<file path="config.mk">
export PLATFORM = sky130hd
export DESIGN_NAME = websocket_frame_deframer
export DESIGN_NICKNAME = d
export VERILOG_FILES = /design/src/wsd_pkg.sv /design/src/websocket_frame_deframer.sv /design/src/wsd_parser.sv
export SDC_FILE = /design/constraint.sdc
export NUM_CORES = 1
export LEC_CHECK = 0
export BUFFER_PORTS_ARGS = -buffer_cell sky130_fd_sc_hd__buf_2
export CORE_MARGIN = 1
export CORE_UTILIZATION = 55
export CTS_CLUSTER_SIZE = 10
export DETAILED_ROUTE_END_ITERATION = 10
export PLACE_DENSITY = 0.79
export SYNTH_ARGS = -nofsm -noshare
export SYNTH_HDL_FRONTEND = slang
export SYNTH_SLANG_ARGS = --single-unit
</file>
<file path="constraint.sdc">
create_clock -name clk -period 5.55 [get_ports clk]
set_input_delay 0.2775 -clock clk [delete_from_list [all_inputs] [get_ports clk]]
set_output_delay 0.2775 -clock clk [all_outputs]
set_load 0.01 [all_outputs]
</file>
<file path="src/wsd_pkg.sv">
// ----------------------------------------------------------------------------
// wsd_pkg: shared types and constants for the WebSocket frame deframer
// Parse phase encoding, length codes and the result record.
// ----------------------------------------------------------------------------
`timescale 1ns / 1ps
`default_nettype none

package wsd_pkg;

	// 7-bit length codes that announce an extended length
	localparam logic [6:0] LEN16_CODE = 7'd126;
	localparam logic [6:0] LEN64_CODE = 7'd127;

	// extended length byte counts, as seen by the 3-bit byte counter
	// (eight bytes wrap the counter back to zero)
	localparam logic [2:0] EXT16_BYTES = 3'd2;
	localparam logic [2:0] EXT64_BYTES = 3'd0;
	localparam logic [2:0] KEY_BYTES   = 3'd4;

	localparam int unsigned LEN_W = 63;

	typedef enum logic [4:0] {
		PH_B0  = 5'b00001,
		PH_B1  = 5'b00010,
		PH_EXT = 5'b00100,
		PH_KEY = 5'b01000,
		PH_PAY = 5'b10000
	} phase_t;

	typedef enum logic {
		KIND_HEADER  = 1'b0,
		KIND_PAYLOAD = 1'b1
	} kind_t;

	typedef struct packed {
		kind_t             kind;
		logic              fin;
		logic [2:0]        rsv;
		logic [3:0]        opcode;
		logic              masked;
		logic [LEN_W-1:0]  length;
		logic [7:0]        data;
		logic              last;
	} res_t;

endpackage

`default_nettype wire

</file>
<file path="src/websocket_frame_deframer.sv">
// Path: an accepted byte's result passes through the input register, then the
// result register, before it reaches the outputs.
// Throughput: one byte per cycle, limited only by output back-pressure.
// Header and key bytes produce no item, except the byte that completes the header.
// Reset: arst_n clears the parse state to the first header byte and empties
// both registers.
// ----------------------------------------------------------------------------
// websocket_frame_deframer: RFC 6455 frame parser, one byte per item
// Emits one header item per frame and one unmasked item per payload byte.
// ----------------------------------------------------------------------------
`timescale 1ns / 1ps
`default_nettype none

module websocket_frame_deframer
	import wsd_pkg::*;
(
	input  wire logic              clk,
	input  wire logic              arst_n,
	// byte stream in
	input  wire logic              in_valid,
	output logic                   in_ready,
	input  wire logic [7:0]        in_byte,
	// parsed items out
	output logic                   out_valid,
	input  wire logic              out_ready,
	output logic                   result_kind,
	output logic                   fin_bit,
	output logic [2:0]             reserved_bits,
	output logic [3:0]             frame_opcode,
	output logic                   is_masked,
	output logic [LEN_W-1:0]       payload_length,
	output logic [7:0]             data_byte,
	output logic                   last_of_frame
);

	// input register
	logic       valid_s1;
	logic [7:0] byte_s1;

	// result register
	logic       out_valid_q;
	res_t       res_q;

	logic       go_s1;
	logic       emit;
	res_t       res;

	// the stage-1 byte retires when the result register has room; bytes that
	// produce no item retire too, so header bytes that emit nothing never wait on the sink
	assign go_s1    = valid_s1 && (!emit || !out_valid_q || out_ready);
	assign in_ready = !valid_s1 || go_s1;

	always_ff @(posedge clk or negedge arst_n) begin
		if (!arst_n) begin
			valid_s1 <= 1'b0;
		end else if (in_valid && in_ready) begin
			valid_s1 <= 1'b1;
		end else if (go_s1) begin
			valid_s1 <= 1'b0;
		end
	end

	always_ff @(posedge clk) begin
		if (in_valid && in_ready) begin
			byte_s1 <= in_byte;
		end
	end

	wsd_parser u_parser (
		.clk     (clk),
		.arst_n  (arst_n),
		.step    (go_s1),
		.in_byte (byte_s1),
		.emit    (emit),
		.res     (res)
	);

	always_ff @(posedge clk or negedge arst_n) begin
		if (!arst_n) begin
			out_valid_q <= 1'b0;
		end else if (go_s1 && emit) begin
			out_valid_q <= 1'b1;
		end else if (out_ready) begin
			out_valid_q <= 1'b0;
		end
	end

	always_ff @(posedge clk) begin
		if (go_s1 && emit) begin
			res_q <= res;
		end
	end

	assign out_valid      = out_valid_q;
	assign result_kind    = res_q.kind;
	assign fin_bit        = res_q.fin;
	assign reserved_bits  = res_q.rsv;
	assign frame_opcode   = res_q.opcode;
	assign is_masked      = res_q.masked;
	assign payload_length = res_q.length;
	assign data_byte      = res_q.data;
	assign last_of_frame  = res_q.last;

endmodule

`default_nettype wire

</file>
<file path="src/wsd_parser.sv">
// ----------------------------------------------------------------------------
// wsd_parser: frame header parser and payload unmasker
// Holds the frame state; one byte is consumed per step strobe.
// ----------------------------------------------------------------------------
`timescale 1ns / 1ps
`default_nettype none

module wsd_parser
	import wsd_pkg::*;
(
	input  wire logic       clk,
	input  wire logic       arst_n,
	input  wire logic       step,
	input  wire logic [7:0] in_byte,
	output logic            emit,
	output res_t            res
);

	phase_t            phase_q, phase_n;
	logic [15:0]       hdr_q, hdr_n;
	logic [2:0]        cnt_q, cnt_n;
	logic [63:0]       len_q, len_n;
	logic [31:0]       key_q, key_n;
	logic [LEN_W-1:0]  rem_q, rem_n;
	logic [1:0]        kidx_q, kidx_n;

	logic              fin_hdr;
	logic [LEN_W-1:0]  fin_len;
	logic [2:0]        cnt_inc;
	logic [2:0]        ext_need;
	logic [63:0]       len_shift;
	logic [7:0]        key_byte;
	logic              pay_last;

	assign cnt_inc   = cnt_q + 3'd1;
	assign ext_need  = (hdr_q[6:0] == LEN16_CODE) ? EXT16_BYTES : EXT64_BYTES;
	assign len_shift = {len_q[55:0], in_byte};
	assign pay_last  = (rem_q == {{(LEN_W-1){1'b0}}, 1'b1});

	always_comb begin
		unique case (kidx_q)
			2'd0: key_byte = key_q[31:24];
			2'd1: key_byte = key_q[23:16];
			2'd2: key_byte = key_q[15:8];
			2'd3: key_byte = key_q[7:0];
			default: key_byte = key_q[31:24];
		endcase
	end

	always_comb begin
		phase_n = phase_q;
		hdr_n   = hdr_q;
		cnt_n   = cnt_q;
		len_n   = len_q;
		key_n   = key_q;
		rem_n   = rem_q;
		kidx_n  = kidx_q;
		fin_hdr = 1'b0;
		fin_len = len_q[LEN_W-1:0];
		emit    = 1'b0;
		res     = '{kind: KIND_PAYLOAD, fin: hdr_q[15], rsv: hdr_q[14:12],
			opcode: hdr_q[11:8], masked: hdr_q[7], length: len_q[LEN_W-1:0],
			data: in_byte ^ key_byte, last: pay_last};

		unique case (phase_q)
			PH_B1: begin
				hdr_n = {hdr_q[15:8], in_byte};
				len_n = '0;
				key_n = '0;
				cnt_n = '0;
				if (in_byte[6:0] == LEN16_CODE || in_byte[6:0] == LEN64_CODE) begin
					phase_n = PH_EXT;
				end else if (in_byte[7]) begin
					len_n   = {57'd0, in_byte[6:0]};
					phase_n = PH_KEY;
				end else begin
					fin_hdr = 1'b1;
					fin_len = {{(LEN_W-7){1'b0}}, in_byte[6:0]};
				end
			end
			PH_EXT: begin
				len_n = len_shift;
				cnt_n = cnt_inc;
				if (cnt_inc == ext_need) begin
					cnt_n = '0;
					if (hdr_q[7]) begin
						phase_n = PH_KEY;
					end else begin
						fin_hdr = 1'b1;
						fin_len = len_shift[LEN_W-1:0];
					end
				end
			end
			PH_KEY: begin
				key_n = {key_q[23:0], in_byte};
				cnt_n = cnt_inc;
				if (cnt_inc == KEY_BYTES) begin
					fin_hdr = 1'b1;
				end
			end
			PH_PAY: begin
				emit   = 1'b1;
				kidx_n = kidx_q + 2'd1;
				rem_n  = rem_q - {{(LEN_W-1){1'b0}}, 1'b1};
				if (pay_last) begin
					phase_n = PH_B0;
				end
			end
			default: begin
				hdr_n   = {in_byte, 8'h00};
				phase_n = PH_B1;
			end
		endcase

		// header complete: latch the length and emit the header item
		if (fin_hdr) begin
			len_n   = {1'b0, fin_len};
			rem_n   = fin_len;
			kidx_n  = '0;
			cnt_n   = '0;
			emit    = 1'b1;
			phase_n = (fin_len == '0) ? PH_B0 : PH_PAY;
			res     = '{kind: KIND_HEADER, fin: hdr_n[15], rsv: hdr_n[14:12],
				opcode: hdr_n[11:8], masked: hdr_n[7], length: fin_len,
				data: 8'h00, last: (fin_len == '0)};
		end
	end

	always_ff @(posedge clk or negedge arst_n) begin
		if (!arst_n) begin
			phase_q <= PH_B0;
			hdr_q   <= '0;
			cnt_q   <= '0;
			len_q   <= '0;
			key_q   <= '0;
			rem_q   <= '0;
			kidx_q  <= '0;
		end else if (step) begin
			phase_q <= phase_n;
			hdr_q   <= hdr_n;
			cnt_q   <= cnt_n;
			len_q   <= len_n;
			key_q   <= key_n;
			rem_q   <= rem_n;
			kidx_q  <= kidx_n;
		end
	end

endmodule

`default_nettype wire

</file>
== Word-level counts from Yosys, hierarchy flattened ==
Cells that the tools add are included.

* Register bits after elaboration: 276
* Latch bits: 0
* Memory bits (writable): 0
* Bits in read-only memories: 0
* Input port bits: 12
* Output and inout bits: 84
* Word-level logic and storage cells: 108
* Memories: 0

* $add $sub $neg: 3
* $mul: 0
* Divide/modulo/power cells: 0
* Order comparisons: 0
* Equality and inequality tests: 18
* Shift-type cells: 0
* Multiplexer cells: 41
* Bitwise gates (word level): 2
* Reductions and logical operators: 25

{| class="wikitable"
|+ Operators with widths
! cell !! count
|-
| 2-to-1 mux 63 bit || 7
|-
| case mux 63 bit (2 select lines) || 2
|-
| 2-to-1 mux 82 bit || 1
|-
| case mux 32 bit (2 select lines) || 1
|-
| equality test 63 x 1 -> 1 bit (second input constant) || 1
|-
| logical NOT 63 bit || 1
|-
| subtractor 63 x 1 -> 63 bit (second input constant) || 1
|-
| 2-to-1 mux 5 bit || 7
|-
| case mux 16 bit (2 select lines) || 1
|-
| case mux 8 bit (4 select lines) || 1
|-
| equality test 7 bit (second input constant) || 3
|-
| case mux 5 bit (4 select lines) || 1
|-
| 2-to-1 mux 7 bit || 2
|-
| 2-to-1 mux 1 bit || 11
|-
| AND reduction 2 bit || 5
|-
| != test 3 x 1 -> 1 bit (second input constant) || 3
|-
| case mux 3 bit (3 select lines) || 1
|-
| nonzero test 2 bit || 4
|-
| bitwise XOR 8 bit || 1
|-
| 2-to-1 mux 2 bit || 3
|-
| 2-to-1 mux 3 bit || 2
|-
| AND reduction 6 bit || 1
|-
| equality test 5 x 2 -> 1 bit (second input constant) || 1
|-
| equality test 5 x 3 -> 1 bit (second input constant) || 1
|-
| other kinds (19) || 27
|}

== Depth between registers and ports, before layout ==
* Depth after elaboration: 13
* Gate-level depth with buffers: 13
* Mapped depth without buffers: 11

== Hierarchy ==
From an unflattened synthesis, not the netlist that was laid out.

* Cells, all modules: 1,540
* Area total of the unflattened synthesis: 14,296.2 µm²

{| class="wikitable"
|+ Modules (own cells, without submodules)
! module !! times used !! cells an instance !! area each (µm²) !! seq. area each (µm²)
|-
| wsd_parser || 1 || 1,440 || 11,486.0 || 4,605.7
|-
| websocket_frame_deframer || 1 || 100 || 2,810.2 || 2,752.6
|}

== Least setup slack after synthesis ==
OpenSTA, ideal clock, no wires.

* Kind: flip-flop to flip-flop
* Start point: register u_parser.cnt_q[0]
* End point: register res_q, in the netlist data_byte[0] (enable)
* Setup time: 0.478 ns
* Arrival: 4.938 ns
* Setup slack: 0.134 ns
* Cell stages (with the launch flop): 11
* Period minus slack after synthesis: 5.416 ns
* Cell sequence: dfrtp_1 -> ha_1 -> nor3_1 -> or3_1 -> buf_2 -> o2111ai_1 -> a21boi_1 -> nand2_1 -> buf_1 -> inv_2 -> clkbuf_1

* Word-level cells in the longest chain between the ends: 10
* Elaborated cells between the ends (all ways): 12
* Classes of those cells: add/sub: 1; eq/ne: 2; mux: 4; reduce/logical: 5

{| class="wikitable"
|+ RTL lines
! element !! RTL line !! source
|-
| start: declaration || wsd_parser.sv:21 || <nowiki>logic [2:0] cnt_q, cnt_n;</nowiki>
|-
| start signal: assignment || wsd_parser.sv:141 || <nowiki>cnt_q <= cnt_n;</nowiki>
|-
| adder 3 x 1 -> 3 bit (*) || wsd_parser.sv:35 || <nowiki>assign cnt_inc = cnt_q + 3'd1;</nowiki>
|-
| equality test 3 bit, on equally long branches || wsd_parser.sv:97, wsd_parser.sv:84 ||
|-
| 2-to-1 mux 1 bit, on equally long branches || wsd_parser.sv:97, wsd_parser.sv:84 ||
|-
| case mux 1 bit (3 select lines) (*) || wsd_parser.sv:65 || <nowiki>unique case (phase_q)</nowiki>
|-
| 2-to-1 mux 1 bit (*) || wsd_parser.sv:116 || <nowiki>if (fin_hdr) begin</nowiki>
|-
| logical NOT 1 bit || websocket_frame_deframer.sv:50 || <nowiki>assign go_s1 = valid_s1 && (!emit || !out_valid_q || out_ready);</nowiki>
|-
| logical OR 1 bit (2 in series) || websocket_frame_deframer.sv:50 ||
|-
| logical AND 1 bit || websocket_frame_deframer.sv:50 ||
|-
| logical AND 1 bit (*) || websocket_frame_deframer.sv:89 || <nowiki>if (go_s1 && emit) begin</nowiki>
|-
| end signal: assignment || websocket_frame_deframer.sv:90 || <nowiki>res_q <= res;</nowiki>
|-
| end: declaration || websocket_frame_deframer.sv:42 || <nowiki>res_t res_q;</nowiki>
|}

Every way passes the cells marked *; elsewhere a longest branch is shown, timed or not.
A chain may end at the register's enable or synchronous reset.

== Worst setup path after layout ==
* Start point: register u_parser.hdr_q[7]
* End point: register u_parser.phase_q[0]

* Word-level cells in the longest chain between the ends: 9
* Elaborated cells between the ends (all ways): 20
* Classes of those cells: eq/ne: 5; mux: 9; reduce/logical: 6

{| class="wikitable"
|+ RTL lines
! element !! RTL line !! source
|-
| start: declaration || wsd_parser.sv:20 || <nowiki>logic [15:0] hdr_q, hdr_n;</nowiki>
|-
| start signal: assignment || wsd_parser.sv:140 || <nowiki>hdr_q <= hdr_n;</nowiki>
|-
| 2-to-1 mux 1 bit || wsd_parser.sv:86 || <nowiki>if (hdr_q[7]) begin</nowiki>
|-
| 2-to-1 mux 1 bit || wsd_parser.sv:84 || <nowiki>if (cnt_inc == ext_need) begin</nowiki>
|-
| case mux 1 bit (3 select lines) || wsd_parser.sv:65 ||
|-
| 2-to-1 mux 1 bit || wsd_parser.sv:116 ||
|-
| logical NOT 1 bit || websocket_frame_deframer.sv:50 ||
|-
| logical OR 1 bit (2 in series) || websocket_frame_deframer.sv:50 ||
|-
| logical AND 1 bit || websocket_frame_deframer.sv:50 ||
|-
| AND reduction 6 bit (no line) || n/a ||
|-
| end signal: assignment || wsd_parser.sv:139 || <nowiki>phase_q <= phase_n;</nowiki>
|-
| end: declaration || wsd_parser.sv:19 || <nowiki>phase_t phase_q, phase_n;</nowiki>
|}

Several ways; a longest one is shown, not always the timed one.

==> impl_results.md <==
* First-pass GRT wire length at 66.2 mm
* Worst-Skew Late Latency at 0.51 ns
* Sequential cell area fraction in the yosys report at 0.522
* Seq cells post-synth at 276
* R2R Setup Slk at 0.96 ns
* Layout cells sized above 1 at 0.129
* Initial cell density of the core at 0.560
* Worst-Margin Slew at 1.39 ns
* Final wirelength at 42.8 mm
* Slew HR at 0.0753
* TritonCTS clock tree: yes
* Die area at 26300 um^2
* RR Endpoint: u_parser.phase_q[0]$_DFFE_PN1P_
* Setup violators final at 0
* Grt met1 use at 0.474
* Die height at 162 um
* Status: finished clean
* Wirelength per Cell at 22.2 um
* Total CTS buffers at 34
* Core Area at 25200 um^2
* Mapped Area at 14100 um^2
* FF-to-FF path depth at 9
* HP Class: in2reg
* Met2 Use GR at 0.477
* Final setup TNS at 0 ns
* DP Wirelength at around 28 mm
* FP Rows at 58
* Gp weighted congestion at 0.953
* Reg2reg start: u_parser.hdr_q[7]$_DFFE_PN0P_
* Antenna violations before repair at 0
* Synth area leader: dfrtp_1
* Htree depth at 2
* Hold path depth at 3
* Unrepaired setup endpoints after global routing: no
* Largest net degree at the start of global routing at 115
* Worst Slack Setup Final at roughly 0.96 ns
* Dominant cells by area after synthesis: dfrtp_1 (33%), edfxtp_1 (19%), o21ai_0 (7.4%), nand2_1 (4.8%), a21oi_1 (4.2%)
* Port Buf Inserts at 95
* Vias after detailed routing at 12900
* Static Leak at approximately 6.3 nW
* Library cells used by synthesis at 72
* Area Growth Syn to Fin at 12.4%
* Largest vdd supply drop at 0.312 mV
* Hold path startpoint: out_ready
* Final Cycle Share at 0.827
* Synthesized Nets at 1544
* Residual DRC at 0
* Critical Path RT at around 6.0 ns
* Final core occ at 0.629
* Yosys top cell area share at 0.328
* Crit path max fanout at 22
* Async S/R FF share, synth at 0.674
* Commonest non-fill, non-tap cell in the layout: o21ai_0
* Fin Clk Skew at 0.0171 ns
* Final Max Slew Viols at 0
* Most frequent cells in the layout: o21ai_0 (209), dfrtp_1 (185), nand2_1 (178)
* Root buffer cell: clkbuf_16
* MaxCap Viol Count at 0
* CTS Buffer Depth at 3
* EDFF count, synth at 90
* Die width at about 160 um
* Setup bufs post-CTS at 0
* Ys flop type: dfrtp_1
* Number of fill cells at 2026
* Post-Place Worst Slack at 1.20 ns
* Number of global-route vias before repair at 11600
* Antenna Cells at 0
* Most utilized layer in the global route result: met2
* Synth warnings at 0
* Pwr/cell area at about 470 nW/um^2
* Final net count at 1590
* Startpoint types: register
* Syn Area/Cell at 9.25 um^2
* Aggregate global-route resource usage at 0.325
* Hold_ws at 0.206 ns
* Tmin final at ~4.6 ns
* Worst setup EP type: register
* Vias per Instance at 6.68
* Gr ovfl total at 0
* Reg clk slew, reported paths at 0.06 ns
* GR Util met3 at 0.0666
* Critical path class: reg2reg
* Fmax at 0.218 GHz
* Crit path arrival time at 5.02 ns
* Syn Inst Count at approximately 1500
* End of the worst hold path: out_valid$_DFFE_PN0P_
* Routed Antenna Nets at 0
* Iter 0 DRT Violations at 1800
* Hold Vio Cnt, Final at 0
* CTS sink count at 276
* Io pins at 96
* Power, Total at 0.00747 W
* DR pass1 iterations at 6
state kept, by name (all words and copies together), names as in the netlist, 2 cells and up:
| name | flops |
|---|---|
| byte_s1 | 8 |
| data_byte | 8 |
| frame_opcode | 4 |
| payload_length | 63 |
| reserved_bits | 3 |
| u_parser.cnt_q | 3 |
| u_parser.hdr_q | 16 |
| u_parser.key_q | 32 |
| u_parser.kidx_q | 2 |
| u_parser.len_q | 63 |
| u_parser.phase_q | 5 |
| u_parser.rem_q | 63 |
how the worst max path moves through the flow:
stage,slack [ns],from,depth (start not counted),endpoint
6_report,0.96,u_parser.hdr_q[7]$_DFFE_PN0P_,9,u_parser.phase_q[0]$_DFFE_PN1P_
5_1_grt,0.65,u_parser.cnt_q[0]$_DFFE_PN0P_,10,u_parser.len_q[15]$_DFFE_PN0P_
4_1_cts,1.17,u_parser.cnt_q[0]$_DFFE_PN0P_,10,u_parser.cnt_q[2]$_DFFE_PN0P_
3_5_place_dp,1.20,u_parser.hdr_q[7]$_DFFE_PN0P_,9,u_parser.phase_q[0]$_DFFE_PN1P_
3_3_place_gp,1.21,u_parser.hdr_q[7]$_DFFE_PN0P_,9,u_parser.phase_q[0]$_DFFE_PN1P_
2_1_floorplan,0.13,u_parser.cnt_q[0]$_DFFE_PN0P_,10,data_byte[0]$_SDFFCE_PN0P_
what timing repair did:
item	in CTS	in global routing
gates resized for setup	0	0
hold buffers	10	0
hold endpoints to repair	117	0
worst max-delay path: stages (launching register included):
cell and delay (ns):
dfrtp_1 0.77, inv_1 0.45, nand3_1 0.25, or3_1 0.79, mux2i_1 0.27, o221ai_1 0.41
a2111oi_2 0.58, nand4_1 0.26, or4_1 0.55, a31oi_1 0.18
per-layer routing:
layer / wire [um] / part of all wire
met2: 19000 / 0.44
met3: 4640 / 0.11
met5: 0 / 0
met1: 17600 / 0.41
met4: 1540 / 0.036
Yosys cell counts, types with 3 or more instances:
master     instances
ha_1               8
a22o_1            45
nor2_2             3
or3_1             25
a222oi_1           9
nor2b_1            3
o21ai_0          209
o21ai_1           10
nand3_1           35
o22ai_1           17
nor4_2             4
a22oi_1           41
nand2b_1          14
nand3b_1           3
buf_1              8
or4_1              9
nand2_1          180
o21a_1             4
buf_2             13
dfrtp_1          185
mux2i_1            3
nor3_1            61
o31ai_1            7
inv_1             22
and3_1             3
xnor2_1           10
a21o_1             3
clkbuf_1          96
nor4_1            18
and2_1            10
o2bb2ai_1          7
a211oi_1           8
nand4_1            9
nor2_1           140
o211ai_1           7
a21oi_1          119
a221oi_1           7
mux2_2            13
a211o_1            3
edfxtp_1          90
or2_2              4
a31oi_1           20
power by group:
group	switching, W	internal (W)
clock network	0.000823	0.00119
logic	0.00174	0.000786
registers	0.000374	0.00256
per-stage QoR:
stage / cell area, um^2 / std cells
after floorplan: 14100 / 1524
after global placement: 14800 / 1854
after detailed placement: 14800 / 1854
after CTS: 15800 / 1925
after global routing: 15800 / 1925
final: 15800 / 1925
cell type report:
type                            count  area (um^2)  share of cell area
Tap cell                          330          413              0.0261
Sequential cell                   276         7360               0.464
Clock inverter                      4         22.5             0.00142
Clock buffer                       57          968              0.0611
Inverter                           23         88.8             0.00561
Multi-Input combinational cell   1106         6220               0.392
Timing Repair Buffer              129          777              0.0490
cells by family after synthesis:
logic type	count (synthesis)	synth area share
AO/OA/AOI/OAI	538	0.235
AND/OR/NAND/NOR	532	0.176
flip-flops	276	0.522
buffers and inverters	142	0.0400
multiplexers	18	0.0141
XOR/XNOR	10	0.00621
adder cells (fa/ha/maj)	8	0.00710
(Power assumes the default switching activity.)
